**config.mk**
```make
export PLATFORM = sky130hd
export DESIGN_NAME = bit_field_packer_unit
export DESIGN_NICKNAME = d
export VERILOG_FILES = /design/src/hdl/bfp_pkg.sv /design/src/hdl/bit_field_packer_unit.sv /design/src/hdl/bfp_ctrl.sv /design/src/hdl/bfp_datapath.sv
export SDC_FILE = /design/constraint.sdc
export NUM_CORES = 1
export LEC_CHECK = 0
export BUFFER_PORTS_ARGS = -buffer_cell sky130_fd_sc_hd__buf_2
export CAP_MARGIN = 20
export CORE_MARGIN = 2
export CORE_UTILIZATION = 50
export DETAILED_ROUTE_END_ITERATION = 6
export PLACE_DENSITY = 0.72
export SKIP_CTS_REPAIR_TIMING = 1
export SLEW_MARGIN = 20
export SYNTH_ARGS = -nofsm -noshare
export SYNTH_HDL_FRONTEND = slang
export SYNTH_SLANG_ARGS = --single-unit
export TNS_END_PERCENT = 5
```
**constraint.sdc**
```tcl
create_clock -name clk_i -period 4.4 [get_ports clk_i]
set_input_delay 1.32 -clock clk_i [delete_from_list [all_inputs] [get_ports clk_i]]
set_output_delay 1.32 -clock clk_i [all_outputs]
set_load 0.03 [all_outputs]
```
**src/hdl/bfp_pkg.sv**
```systemverilog
`timescale 1ns / 1ps
// Shared types, constants and helpers for the bit field packer.
// Depends on nothing; used by the controller, the datapath and the top level.
package bfp_pkg;

  localparam int unsigned FieldWidth = 32;
  localparam int unsigned WidthBits  = 6;
  localparam int unsigned ByteBits   = 8;
  localparam int unsigned PendBits   = ByteBits - 1;
  // Pending bits plus one full field: at most 39 bits in flight.
  localparam int unsigned AccWidth   = FieldWidth + PendBits;
  localparam int unsigned CntWidth   = 6;

  localparam logic [WidthBits-1:0] MaxFieldWidth = WidthBits'(FieldWidth);
  localparam logic [CntWidth-1:0]  ByteCount     = CntWidth'(ByteBits);
  localparam logic [CntWidth-1:0]  TwoByteCount  = CntWidth'(2 * ByteBits);

  typedef struct packed {
    logic load;   // Merge the accepted field into the accumulator.
    logic shift;  // Drop the byte that was just delivered.
  } bfp_cmd_t;

  typedef struct packed {
    logic width_ok;   // Field width is within 1 to 32.
    logic load_full;  // The merge would complete at least one byte.
    logic last;       // The byte on the output is the last of this transaction.
  } bfp_status_t;

  function automatic logic [FieldWidth-1:0] bit_reverse(input logic [FieldWidth-1:0] v);
    logic [FieldWidth-1:0] r;
    for (int i = 0; i < FieldWidth; i++) begin
      r[i] = v[FieldWidth-1-i];
    end
    return r;
  endfunction

endpackage

```
**src/hdl/bit_field_packer_unit.sv**
```systemverilog
`timescale 1ns / 1ps
// Top level of the bit field packer: controller plus datapath.
// Depends on bfp_pkg, bfp_ctrl and bfp_datapath.

// Appends the low field_width_i bits of field_value_i (bit-reversed first when
// msb_first_i is set) above up to seven pending bits and delivers every completed
// byte, earliest bits in bit 0, with last_byte_o on the final byte of the input
// transaction. A transaction whose width is 0 or above 32 is dropped. One input
// transaction is handled at a time: it is taken, then its 0 to 4 bytes leave from
// the accumulator register at one per cycle while the output side is ready. The
// single accumulator, which must drain before the next transaction is taken, and
// the one-byte output port keep the block from taking a new transaction before all
// bytes of the last one have left.
module bit_field_packer_unit import bfp_pkg::*; (
  input  logic                  clk_i,
  input  logic                  rst_ni,
  input  logic                  in_valid_i,
  output logic                  in_ready_o,
  input  logic [FieldWidth-1:0] field_value_i,
  input  logic [WidthBits-1:0]  field_width_i,
  input  logic                  msb_first_i,
  output logic                  out_valid_o,
  input  logic                  out_ready_i,
  output logic [ByteBits-1:0]   out_byte_o,
  output logic                  last_byte_o
);

  bfp_cmd_t    cmd;
  bfp_status_t status;

  bfp_ctrl u_ctrl (
    .clk_i       (clk_i),
    .rst_ni      (rst_ni),
    .in_valid_i  (in_valid_i),
    .out_ready_i (out_ready_i),
    .status_i    (status),
    .cmd_o       (cmd),
    .in_ready_o  (in_ready_o),
    .out_valid_o (out_valid_o)
  );

  bfp_datapath u_datapath (
    .clk_i         (clk_i),
    .rst_ni        (rst_ni),
    .cmd_i         (cmd),
    .field_value_i (field_value_i),
    .field_width_i (field_width_i),
    .msb_first_i   (msb_first_i),
    .status_o      (status),
    .out_byte_o    (out_byte_o)
  );

  assign last_byte_o = status.last;

endmodule

```
**src/hdl/bfp_ctrl.sv**
```systemverilog
`timescale 1ns / 1ps
// Controller of the bit field packer: sequences loading and byte delivery.
// Depends on bfp_pkg.
module bfp_ctrl import bfp_pkg::*; (
  input  logic        clk_i,
  input  logic        rst_ni,
  input  logic        in_valid_i,
  input  logic        out_ready_i,
  input  bfp_status_t status_i,
  output bfp_cmd_t    cmd_o,
  output logic        in_ready_o,
  output logic        out_valid_o
);

  typedef enum logic [0:0] {
    StIdle,
    StEmit
  } state_e;

  state_e state_q;
  logic   in_ready_q;
  logic   out_valid_q;
  logic   in_fire;
  logic   out_fire;

  assign in_fire  = in_valid_i && in_ready_q;
  assign out_fire = out_valid_q && out_ready_i;

  assign cmd_o.load  = in_fire && status_i.width_ok;
  assign cmd_o.shift = out_fire;

  assign in_ready_o  = in_ready_q;
  assign out_valid_o = out_valid_q;

  always_ff @(posedge clk_i or negedge rst_ni) begin
    if (!rst_ni) begin
      state_q     <= StIdle;
      in_ready_q  <= 1'b1;
      out_valid_q <= 1'b0;
    end else begin
      case (state_q)
        StIdle: begin
          // A transaction that completes no byte only updates the pending bits.
          if (in_fire && status_i.width_ok && status_i.load_full) begin
            state_q     <= StEmit;
            in_ready_q  <= 1'b0;
            out_valid_q <= 1'b1;
          end
        end
        StEmit: begin
          if (out_fire && status_i.last) begin
            state_q     <= StIdle;
            in_ready_q  <= 1'b1;
            out_valid_q <= 1'b0;
          end
        end
        default: begin
          state_q     <= StIdle;
          in_ready_q  <= 1'b1;
          out_valid_q <= 1'b0;
        end
      endcase
    end
  end

endmodule

```
**src/hdl/bfp_datapath.sv**
```systemverilog
`timescale 1ns / 1ps
// Datapath of the bit field packer: field alignment and the LSB-first accumulator.
// Depends on bfp_pkg.
module bfp_datapath import bfp_pkg::*; (
  input  logic                  clk_i,
  input  logic                  rst_ni,
  input  bfp_cmd_t              cmd_i,
  input  logic [FieldWidth-1:0] field_value_i,
  input  logic [WidthBits-1:0]  field_width_i,
  input  logic                  msb_first_i,
  output bfp_status_t           status_o,
  output logic [ByteBits-1:0]   out_byte_o
);

  logic [AccWidth-1:0]   acc_q, acc_d;
  logic [CntWidth-1:0]   count_q, count_d;
  logic [4:0]            drop;
  logic [FieldWidth-1:0] field;
  logic [CntWidth-1:0]   merged_count;

  // Keeping or reversing the low bits both use one right shift by 32 - width: of the mask or of the reversed value.
  assign drop  = 5'(MaxFieldWidth - field_width_i);
  assign field = msb_first_i ? (bit_reverse(field_value_i) >> drop)
                             : (field_value_i & ({FieldWidth{1'b1}} >> drop));

  assign merged_count = {{(CntWidth-3){1'b0}}, count_q[2:0]} + CntWidth'(field_width_i);

  assign status_o.width_ok  = (field_width_i != '0) && (field_width_i <= MaxFieldWidth);
  assign status_o.load_full = merged_count >= ByteCount;
  assign status_o.last      = count_q < TwoByteCount;

  assign out_byte_o = acc_q[ByteBits-1:0];

  // Bits above the pending count are always zero, so the merge is a plain OR.
  always_comb begin
    acc_d   = acc_q;
    count_d = count_q;
    if (cmd_i.load) begin
      acc_d   = {{FieldWidth{1'b0}}, acc_q[PendBits-1:0]}
              | ({{PendBits{1'b0}}, field} << count_q[2:0]);
      count_d = merged_count;
    end else if (cmd_i.shift) begin
      acc_d   = acc_q >> ByteBits;
      count_d = count_q - ByteCount;
    end
  end

  always_ff @(posedge clk_i or negedge rst_ni) begin
    if (!rst_ni) begin
      acc_q   <= '0;
      count_q <= '0;
    end else begin
      acc_q   <= acc_d;
      count_q <= count_d;
    end
  end

endmodule

```
# Word level (Yosys, flattened, before mapping)
# Index checks and enable logic that the tools add are counted.
dict set report totals {
  reg_bits 48
  inputBits 43
  out_inout_bits 11
  word_cells 42
}
dict set report classes {
  addsub 3
  magnitude_cmp 3
  eq_ne 2
  shift 3
  mux 14
  bitwise_logic 3
  n_reduce_logical 9
}
# op n
set ops {}
lappend ops {{$mux W39} 2}
lappend ops {{$or A7 B39 Y39} 1}
lappend ops {{$shl A32 B3 Y39} 1}
lappend ops {{$and A32 B32 Y32} 1}
lappend ops {{$mux W32} 1}
lappend ops {{$shr A32 B5 Y32} 1}
lappend ops {{$shr A32 B5 Y32 const A} 1}
lappend ops {{$mux W6} 2}
lappend ops {{$add A3 B6 Y6} 1}
lappend ops {{$ge A6 B4 Y1 const B} 1}
lappend ops {{$le A6 B6 Y1 const B} 1}
lappend ops {{$logic_and A1 B1 Y1} 6}
lappend ops {{$lt A6 B5 Y1 const B} 1}
lappend ops {{$mux W1} 6}
lappend ops {{$pmux W1 S2} 3}
lappend ops {{$reduce_bool A6 Y1} 1}
lappend ops {{$sub A6 B4 Y6 const B} 1}
lappend ops {{$sub A1 B5 Y5 const A} 1}
lappend ops {{$ne A2 B1 Y1 const B} 1}
lappend ops {{$ne A2 B2 Y1 const B} 1}
lappend ops {{$reduce_and A2 Y1} 1}
lappend ops {{$reduce_bool A2 Y1} 1}
lappend ops {{$not A1 Y1} 1}

# Depth between registers and ports, before layout
# Gate-level depths: netlist of the first run.
dict set report logic_depth {
  depth_word 7
  depth_mapped 16
  ltp_nobuf 10
}

# Cells and area by module
# From an unflattened synthesis of the first run, not the netlist that was laid out.
dict set report hier_totals {
  hier_cells 675
  hier_area_um2 5969.5
}
# module instances cells_per_inst area_each_um2 seq_area_each_um2
set modules_own_cells {}
lappend modules_own_cells {bfp_datapath 1 660 5813.1 1126.1}
lappend modules_own_cells {bfp_ctrl 1 15 156.4 76.3}

# Least setup slack after synthesis of the first run
# Ideal clock, no wire load.
dict set report synth_timing {
  path_type {input to register}
  startpoint {in field_width_i[0]}
  endpoint {reg u_datapath.acc_q[14]}
  setup_time_ps 151
  arrival_ps 4514
  t_required_ps 4249
  setup_slack_ps -265
  cell_stages 14
  path_buffers 5
  cell_sequence {buf_2 inv_2 buf_2 ha_1 buf_6 buf_12 buf_12 mux2_4 mux4_2 a22o_1 a311o_1 mux2_4 a2111oi_4 a221oi_1}
}
dict set report synth_between {
  elab_chain_cells 7
}
# element line
set synth_lines {}
lappend synth_lines {{from (decl)} bit_field_packer_unit.sv:20} ;# input logic [WidthBits-1:0] field_width_i,
lappend synth_lines {{$sub A1 B5 Y5} bfp_datapath.sv:22} ;# assign drop = 5'(MaxFieldWidth - field_width_i);
lappend synth_lines {{$shr A32 B5 Y32} bfp_datapath.sv:24} ;# : (field_value_i & ({FieldWidth{1'b1}} >> drop));
lappend synth_lines {{$and A32 B32 Y32} bfp_datapath.sv:24}
lappend synth_lines {{$mux W32} bfp_datapath.sv:23} ;# assign field = msb_first_i ? (bit_reverse(field_value_i) >> drop)
lappend synth_lines {{$shl A32 B3 Y39} bfp_datapath.sv:40} ;# | ({{PendBits{1'b0}}, field} << count_q[2:0]);
lappend synth_lines {{$or A7 B39 Y39} bfp_datapath.sv:40}
lappend synth_lines {{$mux W39} bfp_datapath.sv:38} ;# if (cmd_i.load) begin
lappend synth_lines {{to (signal assigned)} bfp_datapath.sv:50} ;# acc_q <= '0;
lappend synth_lines {{to (signal assigned)} bfp_datapath.sv:53} ;# acc_q <= acc_d;
lappend synth_lines {{to (decl)} bfp_datapath.sv:15} ;# logic [AccWidth-1:0] acc_q, acc_d;
# Parallel ways exist; a longest one is shown, timed or not.
# A chain may end at the register's enable or synchronous reset.

# Worst setup path after layout of the first run
dict set report layout_timing {
  startpoint {in field_width_i[1]}
  endpoint {reg u_datapath.acc_q[9]}
}
# Same word-level chain as after synthesis.

==> results of run 1 <==
critical path, cell delays in order:
cell and delay [ns]:
buf_2 0.10, inv_1 0.10, buf_4 0.17, ha_2 0.23
xor2_4 0.28, buf_4 0.19, buf_4 0.16, buf_12 0.14
mux4_2 0.37, or4_4 0.46, nand4_1 0.12, o2bb2ai_1 0.13
mux2_2 0.35, a222oi_1 0.35
worst max-delay path by stage:
stage / endpoint / slack (ns) / cells past startpoint
6_report: u_datapath.acc_q[9] / 0.09 / 14
5_1_grt: u_datapath.acc_q[14] / -0.005 / 14
4_1_cts: u_datapath.acc_q[20] / -0.05 / 13
3_5_place_dp: u_datapath.acc_q[5] / -0.31 / 11
3_3_place_gp: u_datapath.acc_q[13] / -0.31 / 12
2_1_floorplan: u_datapath.acc_q[14] / 0.005 / 14
cells in the mapped netlist (14+ instances only):
master    number  area [µm²]
nand3_1       24         120
nor2_1        48         180
nand2_1       86         323
a21oi_1       33         165
mux2_2        46         518
o21ai_0       46         230
o211ai_1      19         143
dfrtp_1       47        1180
nor3_1        14        70.1
mux4_2        29         653
clkbuf_1      38         143
mux2i_1       43         430
cells by family after synthesis:
kind of cell    synth area share
mux                        0.265
buf+inv                   0.0736
simple gates               0.185
xor+xnor                  0.0177
fa+ha+maj                 0.0191
compound gates             0.249
flops                      0.191
through the flow:
stage,setup TNS (ns),hold slack (ns),util
finish,0,0.491,0.604
global route,-0.00455,0.518,0.604
CTS,-0.105,0.491,0.598
detailed placement,-5.43,0.483,0.586
global placement,-4.69,0.466,0.586
floorplan,0,0.461,-
routing by layer:
| metal | vias up | routed length (µm) |
|---|---|---|
| met5 | - | 0 |
| met4 | 0 | 1400 |
| met3 | 80 | 1530 |
| met2 | 398 | 11200 |
| met1 | 3283 | 9550 |
| li1 | 3004 | - |
power by group:
| part | leakage (µW) | internal (µW) | switching (µW) |
|---|---|---|---|
| logic | 0.00262 | 362 | 413 |
| registers | 0.000646 | 441 | 0 |
| clock network | 0.0000712 | 227 | 165 |
cell type report:
class / count / area, µm² / share of cell area
Clock buffer: 8 / 146 / 0.0195
Multi-Input combinational cell: 592 / 4690 / 0.624
Sequential cell: 48 / 1200 / 0.160
Timing Repair Buffer: 173 / 1210 / 0.160
Tap cell: 172 / 215 / 0.0286
Inverter: 15 / 61.3 / 0.00815
sequential cells by signal (all words and copies together), names as in the netlist:
signal,cells
u_datapath.acc_q,39
u_datapath.count_q,6
u_ctrl.in_ready_o,1
u_ctrl.out_valid_o,1
u_ctrl.state_q,1
==> impl_metrics.json, run 1 <==
{
  "grt_pass1_wl_mm": 36.5,
  "synth_edf_count": 0,
  "grt_max_degree": 49,
  "placed_area_um2": 7310,
  "min_from": "u_ctrl.in_ready_o",
  "grtUsageMet1": 0.453,
  "fin_skew_ns": 0.00198,
  "cts.clk_slew.worst_paths_ns": 0.06,
  "ant_nets": 0,
  "r2r_cells": 9,
  "io_pins": 54,
  "hp-class": "flip-flop to flip-flop",
  "relSlewSlack": 0.427,
  "top_usage_layer": "met2",
  "use_met2": 0.592,
  "ys_ff_latch": 48,
  "setup_viol": 0,
  "ys_seq_area_frac": 0.191,
  "cts.sink_count": 48,
  "gp_congestion": 1.07,
  "yosysWarnings": 0,
  "outcome": "finished, final reports clean",
  "startpoint_type": "input port",
  "drive_gt1_frac": 0.350,
  "worstPathArrival_ns": 4.48,
  "fin_crit_ns": 4.31,
  "vias": 6765,
  "wl_mm": 23.7,
  "track_usage": 0.352,
  "overflow": 0,
  "syn_nets": 780,
  "maxCapViolCount": 0,
  "via_per_inst": 6.71,
  "clk_latency_ns": 0.29,
  "syn_area_um2": 6300,
  "cp.required_ns": 4.57,
  "nFillCells": 1169,
  "p_total_uw": 1610,
  "ys_async_sr_fraction": 1.00,
  "grt_pass1_vias": 6456,
  "power.density_nw_per_um2": 214,
  "dr.pass1.iters": 5,
  "fin_ws_ns": 0.0923,
  "ys_types": 92,
  "initial_core_util": 0.506,
  "r2r_slack_ns": 1.46,
  "startpoint": "field_width_i[1]",
  "antenna_found_initial": 0,
  "reg2reg_to": "u_ctrl.in_ready_o",
  "period_share": 0.979,
  "drtIter0Drc": 826,
  "stdcell_area_um2": 7520,
  "dieHeight_um": 116,
  "max-vdd-ir-drop_mv": 0.131,
  "area_growth_syn_to_layout_pct": 19.3,
  "reg2reg_from": "u_datapath.count_q[1]",
  "final_common_cell": "buf_4",
  "die_area_um2": 13500,
  "worstHoldEndpoint": "u_ctrl.in_ready_o",
  "final_max_slew_viol_count": 0,
  "nets": 887,
  "setup.worst_path.end_class": "flip-flop",
  "crit_fanout": 12,
  "syn_avg_cell_area_um2": 8.66,
  "synthCells": 728,
  "fp.dieW_um": 116,
  "clk_path_buf_depth": 2,
  "dp_hpwl_mm": 18.7,
  "coreArea_um2": 12500,
  "io_buffers": 53,
  "drc": 0,
  "dp_slack_ns": -0.309,
  "crit_type": "input port to flip-flop",
  "finalHoldViolCount": 0,
  "cts.htree.levels": 2,
  "holdPathStages": 2,
  "rows": 41,
  "fin_cells": 1008,
  "dp_cells": 996,
  "cts_root_buffer": "clkbuf_16",
  "power.leakage_uw": 0.00334,
  "synthFlopType": "dfrtp_1",
  "cts_buffers": 5,
  "max_freq_mhz": 232,
  "num_antenna_cells": 0,
  "met3_usage": 0.0275,
  "routedWlPerCell_um": 23.5,
  "final_cell_mix": "118 x buf_4, 85 x nand2_1, 52 x buf_2",
  "cts_tree": "built",
  "worst_pin_slew_ns": 0.860
}
Power figures use the tool's default switching activity.
==> run 2, diff against run 1 <==
--- a/config.mk
+++ b/config.mk
@@ -5,12 +5,13 @@
 export SDC_FILE = /design/constraint.sdc
 export NUM_CORES = 1
 export LEC_CHECK = 0
+export ABC_AREA = 1
 export BUFFER_PORTS_ARGS = -buffer_cell sky130_fd_sc_hd__buf_2
 export CAP_MARGIN = 20
 export CORE_MARGIN = 2
 export CORE_UTILIZATION = 50
 export DETAILED_ROUTE_END_ITERATION = 6
-export PLACE_DENSITY = 0.72
+export PLACE_DENSITY = 0.66
 export SKIP_CTS_REPAIR_TIMING = 1
 export SLEW_MARGIN = 20
 export SYNTH_ARGS = -nofsm -noshare
==> impl_metrics.json, run 2 <==
{
  "final_max_slew_viol_count": 0,
  "largest_reg_flops": 39,
  "synthAdderAreaFrac": 0.0209,
  "drtIter0Drc": 1022,
  "utilization": 0.541,
  "dp_slack_ns": 0.594,
  "syn_area_um2": 5750,
  "r2r_slack_ns": 2.15,
  "overflow": 0,
  "synth_simple_gate_area_frac": 0.598,
  "dp_cells": 1153,
  "gp_congestion": 1.02,
  "dp_hpwl_mm": 16.7,
  "reg2reg_from": "u_datapath.count_q[2]",
  "setup_viol": 0,
  "cts.htree.levels": 2,
  "grt_max_degree": 39,
  "finalHoldViolCount": 0,
  "final_cell_mix": "363 x nand3_1, 318 x nand2_1, 53 x buf_2",
  "rsz0062_at_grt": "false",
  "syn_avg_cell_area_um2": 5.68,
  "io_buffers": 53,
  "ys_ff_latch": 48,
  "yosysWarnings": 0,
  "r2r_cells": 9,
  "vias": 7112,
  "drive_gt1_frac": 0.106,
  "cts.clk_slew.worst_paths_ns": 0.07,
  "ys_async_sr_fraction": 1.00,
  "synthTopCellsByArea": "nand3_1 32%, nand2_1 21%, dfrtp_1 20%",
  "io_pins": 54,
  "netlist.area_leader.share": 0.316,
  "worstPathArrival_ns": 3.77,
  "die_area_um2": 12400,
  "fin_crit_ns": 3.53,
  "cts_buffers": 5,
  "synth_edf_count": 0,
  "max-vdd-ir-drop_mv": 0.218,
  "initial_core_util": 0.508,
  "via_per_inst": 6.13,
  "reg_top3": "u_datapath.acc_q x39, u_datapath.count_q x6",
  "ys_seq_area_frac": 0.209,
  "yosysTopAreaCell": "nand3_1",
  "fin_ws_ns": 0.867,
  "intPower_uw": 853,
  "area_growth_syn_to_layout_pct": 6.46,
  "synth.most_common_cell": "nand3_1",
  "fin_cells": 1161,
  "clkPwrFrac": 0.328,
  "syn_nets": 1064,
  "grt_pass1_vias": 6745,
  "power.leakage_uw": 0.00310,
  "holdPathStages": 2,
  "combPwrFrac": 0.353,
  "wl_mm": 21.8,
  "outcome": "finished, final reports clean",
  "p_sw_uw": 531,
  "track_usage": 0.355,
  "dr.pass1.iters": 7,
  "cts_root_buffer": "clkbuf_16",
  "grt_pass1_wl_mm": 35.3,
  "synth-compound-area-share": 0.0661,
  "rows": 39,
  "relSlewSlack": 0.348,
  "coreArea_um2": 11300,
  "crit_fanout": 13,
  "period_share": 0.803,
  "dieHeight_um": 111,
  "drc": 0,
  "min_from": "u_datapath.acc_q[20]",
  "clk_latency_ns": 0.30,
  "fp.dieW_um": 111,
  "crit_type": "input port to flip-flop",
  "worst_pin_slew_ns": 0.976,
  "synth_top_family_by_area": "simple AND/OR/NAND/NOR gates",
  "ant_nets": 0,
  "antenna_found_initial": 0,
  "startpoint_type": "input port",
  "ys_types": 38,
  "synth-xor-area-share": 0.00914,
  "muxShareOfSynthArea": 0.00174,
  "clk_path_buf_depth": 2,
  "cts_tree": "built",
  "fin_skew_ns": 0.00645,
  "hp-class": "flip-flop to flip-flop",
  "maxCapViolCount": 0,
  "reg2reg_to": "u_ctrl.in_ready_o",
  "synthFlopType": "dfrtp_1",
  "nFillCells": 1200,
  "num_antenna_cells": 0,
  "setup.worst_path.end_class": "flip-flop",
  "nets": 1069,
  "max_freq_mhz": 283,
  "power.density_nw_per_um2": 226,
  "routedWlPerCell_um": 18.8,
  "seqPwrFrac": 0.319,
  "cts.sink_count": 48,
  "swShare": 0.384,
  "fin_setup_tns_ns": 0,
  "regMostFlops": "u_datapath.acc_q",
  "worstHoldEndpoint": "u_datapath.acc_q[20]",
  "synthCells": 1012,
  "final_common_cell": "nand3_1",
  "cp.required_ns": 4.64,
  "synth_common_cells": "363 x nand3_1, 318 x nand2_1, 47 x dfrtp_1"
}
[run 2: final cells by class]
class                   instances  area [µm²]  share of cell area
flip-flops and latches         48        1200               0.196
clock buffers                   5         125              0.0204
well taps                     143         179              0.0292
repair buffers                 72         408              0.0666
clock inverters                 3        46.3             0.00756
multi-input cells             848        4010               0.654
inverters                      42         158              0.0257
[run 2: power by group through the flow]
stage / registers (µW) / logic, µW / clock network (µW)
floorplan: 450 / 328 / 0
global placement: 449 / 478 / 0
detailed placement: 449 / 475 / 0
CTS: 441 / 477 / 456
global route: 441 / 542 / 472
finish: 441 / 489 / 454
[run 2: worst max-delay path, stage by stage]
cell	delay (ns)
buf_2	0.10
inv_1	0.21
ha_1	0.30
inv_1	0.08
nand2_1	0.06
nand2_1	0.07
buf_4	0.19
nor2_1	0.27
nand2_1	0.13
o21ai_1	0.25
nand2_1	0.08
nand2_1	0.10
nand3_1	0.09
nand3_1	0.16
nand3_1	0.09
nand3_1	0.11
nand2_1	0.06
nand2_1	0.09
[run 2: routing by layer]
metal / part of all wire / global-route usage
met1: 0.43 / 0.490
met2: 0.46 / 0.572
met3: 0.077 / 0.0426
met4: 0.037 / 0.132
met5: 0 / 0
[run 2: logic make-up (layout without fill, tap and decap cells)]
logic type,after synthesis,in the layout
buf+inv,116,122
mux,1,1
fa+ha+maj,9,9
compound gates,68,68
flops,48,48
xor+xnor,6,6
simple gates,764,764
[run 2: worst max-delay path by stage]
stage | end | depth (start not counted) | from
floorplan | u_datapath.acc_q[22] | 16 | field_width_i[0]
global placement | u_datapath.acc_q[32] | 16 | field_width_i[1]
detailed placement | u_datapath.acc_q[21] | 18 | field_width_i[1]
CTS | u_datapath.acc_q[21] | 18 | field_width_i[1]
global route | u_datapath.acc_q[34] | 16 | field_width_i[1]
finish | u_datapath.acc_q[21] | 18 | field_width_i[1]
[run 2: per-stage QoR]
step	area [µm²]	hold slack, ns	power, µW
floorplan	5750	0.444	778
global placement	5950	0.463	928
detailed placement	5950	0.466	925
CTS	6120	0.485	1370
global route	6120	0.505	1450
finish	6120	0.487	1380
==> run 3, diff against run 2 <==
--- a/config.mk
+++ b/config.mk
@@ -5,13 +5,13 @@
 export SDC_FILE = /design/constraint.sdc
 export NUM_CORES = 1
 export LEC_CHECK = 0
-export ABC_AREA = 1
+export ABC_AREA = 0
 export BUFFER_PORTS_ARGS = -buffer_cell sky130_fd_sc_hd__buf_2
 export CAP_MARGIN = 20
 export CORE_MARGIN = 2
 export CORE_UTILIZATION = 50
 export DETAILED_ROUTE_END_ITERATION = 6
-export PLACE_DENSITY = 0.66
+export PLACE_DENSITY = 0.68
 export SKIP_CTS_REPAIR_TIMING = 1
 export SLEW_MARGIN = 20
 export SYNTH_ARGS = -nofsm -noshare
==> constraint.sdc (replaced) <==
create_clock -name clk_i -period 3.2 [get_ports clk_i]
set_input_delay 0.96 -clock clk_i [delete_from_list [all_inputs] [get_ports clk_i]]
set_output_delay 0.96 -clock clk_i [all_outputs]
set_load 0.03 [all_outputs]
==> impl_metrics.json, run 3 (same netlist as run 1, synthesis figures left out) <==
{
  "overflow": 0,
  "drtIter0Drc": 952,
  "io_buffers": 53,
  "crit_fanout": 8,
  "clk_latency_ns": 0.29,
  "drc": 0,
  "antenna_found_initial": 1,
  "slowest_stage": "mux4_2",
  "fp.dieW_um": 116,
  "drive_gt1_frac": 0.455,
  "reg_top3": "u_datapath.acc_q x39, u_datapath.count_q x6",
  "dieHeight_um": 116,
  "grt_pass1_vias": 6931,
  "swShare": 0.342,
  "met2_length_mm": 12.6,
  "intPower_uw": 1690,
  "dp_hpwl_mm": 20.2,
  "crit_chain": "buf_12 -> inv_12 -> ha_4 -> buf_8 -> mux2_2 -> buf_4 -> mux4_2 -> nor2_1 -> o311ai_1 -> buf_4 -> o211ai_1 -> a21boi_1 -> buf_4 -> nor3_1 -> o41a_1",
  "final_max_slew_viol_count": 0,
  "rows": 41,
  "wl_met1_mm": 9.77,
  "final_common_cell": "buf_4",
  "cp.required_ns": 3.37,
  "grt_max_degree": 49,
  "fin_ws_ns": -0.512,
  "crit_top_cell": "buf_4",
  "crit_type": "input port to flip-flop",
  "met3_wirelength_mm": 2.14,
  "violations": "setup timing",
  "period_share": 1.16,
  "final_cell_mix": "201 x buf_4, 86 x nand2_1, 50 x buf_2",
  "max_freq_mhz": 269,
  "cts_root_buffer": "clkbuf_16",
  "rsz0062_at_grt": "true",
  "power.density_nw_per_um2": 296,
  "crit_buf_inv": 6,
  "seqPwrFrac": 0.236,
  "regMostFlops": "u_datapath.acc_q",
  "cts_tree": "built",
  "dp_slack_ns": -1.02,
  "setup_viol": 35,
  "dr.pass1.iters": 5,
  "cts_buffers": 5,
  "power.leakage_uw": 0.00394,
  "seq_area_um2": 1200,
  "max-vdd-ir-drop_mv": 0.193,
  "die_area_um2": 13500,
  "fin_crit_ns": 3.71,
  "outcome": "finished with violations",
  "combPwrFrac": 0.503,
  "worst_pin_slew_ns": 0.737,
  "coreArea_um2": 12500,
  "finalHoldViolCount": 0,
  "track_usage": 0.378,
  "utilization": 0.695,
  "area_growth_syn_to_layout_pct": 37.5,
  "clk_path_buf_depth": 2,
  "nets": 981,
  "ant_nets": 0,
  "via_per_inst": 6.57,
  "multi_input_area_um2": 4940,
  "startpoint_type": "input port",
  "cts.htree.levels": 2,
  "slowest_delay_ns": 0.54,
  "gp_congestion": 1.00,
  "wl_mm": 26.3,
  "fin_skew_ns": 0.00441,
  "whs_ns": 0.505,
  "hp-class": "flip-flop to flip-flop",
  "clkPwrFrac": 0.261,
  "largest_reg_flops": 39,
  "setup.worst_path.end_class": "flip-flop",
  "initial_core_util": 0.506,
  "stdcell_area_um2": 8670,
  "io_pins": 54,
  "num_antenna_cells": 0,
  "placed_area_um2": 8030,
  "nFillCells": 1018,
  "p_sw_uw": 877,
  "top_layer_used": "met4",
  "vias": 7235,
  "relSlewSlack": 0.509,
  "routedWlPerCell_um": 23.8,
  "cts.sink_count": 48,
  "cts.clk_slew.worst_paths_ns": 0.06,
  "grt_pass1_wl_mm": 39.2,
  "path_delay_family": "multiplexers",
  "worstPathArrival_ns": 3.88,
  "maxCapViolCount": 0
}
## run 3: cell types whose count changed in the layout (fill, tap and decap cells not counted), sizes merged, moves of 11 or more
cell	change
o211ai	+15
inv	-28
a221oi	+13
and2	+11
a21oi	+23
nand3	-340
nor3	+11
buf	+192
mux2i	+42
nand2	-233
mux4	+30
mux2	+49
## run 3: tightest hold or removal path: cells and delay by family, from the launching register on
| family | cells | cell delay, ns |
|---|---|---|
| AND/OR/NAND/NOR | 2 | 0.12 |
| flip-flops | 1 | 0.38 |
## run 3: worst paths after layout
| kind | startpoint | to | slack [ns] | depth (start not counted) |
|---|---|---|---|---|
| max reg2reg | u_datapath.count_q[0] | u_datapath.acc_q[25] | 1.07 | 6 |
| min reg2reg | u_ctrl.in_ready_o | u_ctrl.in_ready_o | 0.50 | 2 |
| max | field_width_i[0] | u_datapath.acc_q[5] | -0.51 | 15 |
| min in group asynchronous | rst_ni | u_ctrl.state_q | 0.68 | 1 |
| max in group asynchronous | rst_ni | u_datapath.acc_q[8] | 2.09 | 1 |
| min | u_ctrl.in_ready_o | u_ctrl.in_ready_o | 0.50 | 2 |
## run 3: layout make-up
class / instances / share of cell area
clock buffers: 6 / 0.0149
clock inverters: 2 / 0.00693
inverters: 15 / 0.00794
multi-input cells: 592 / 0.570
flip-flops and latches: 48 / 0.139
well taps: 172 / 0.0248
repair buffers: 267 / 0.237
## run 3: per-stage QoR
stage	instances	total power [µW]	setup TNS (ns)
2_1_floorplan	728	1230	-18.95
3_3_place_gp	1085	1730	-28.33
3_5_place_dp	1085	1750	-30.29
4_1_cts	1093	2410	-19.11
5_1_grt	1102	2650	-14.51
6_report	1102	2570	-11.89
## run 3: per-layer routing
layer | vias to the layer above | track usage
met3 | 109 | 0.0545
met4 | 0 | 0.237
met5 | - | 0
met2 | 473 | 0.624
met1 | 3467 | 0.466
li1 | 3186 | -
## run 3: power by group through the flow
| stage | registers (µW) | logic (µW) | clock network [µW] |
|---|---|---|---|
| finish | 607 | 1290 | 669 |
| global route | 606 | 1340 | 699 |
| CTS | 607 | 1130 | 669 |
| detailed placement | 618 | 1130 | 0 |
| global placement | 618 | 1110 | 0 |
| floorplan | 618 | 607 | 0 |
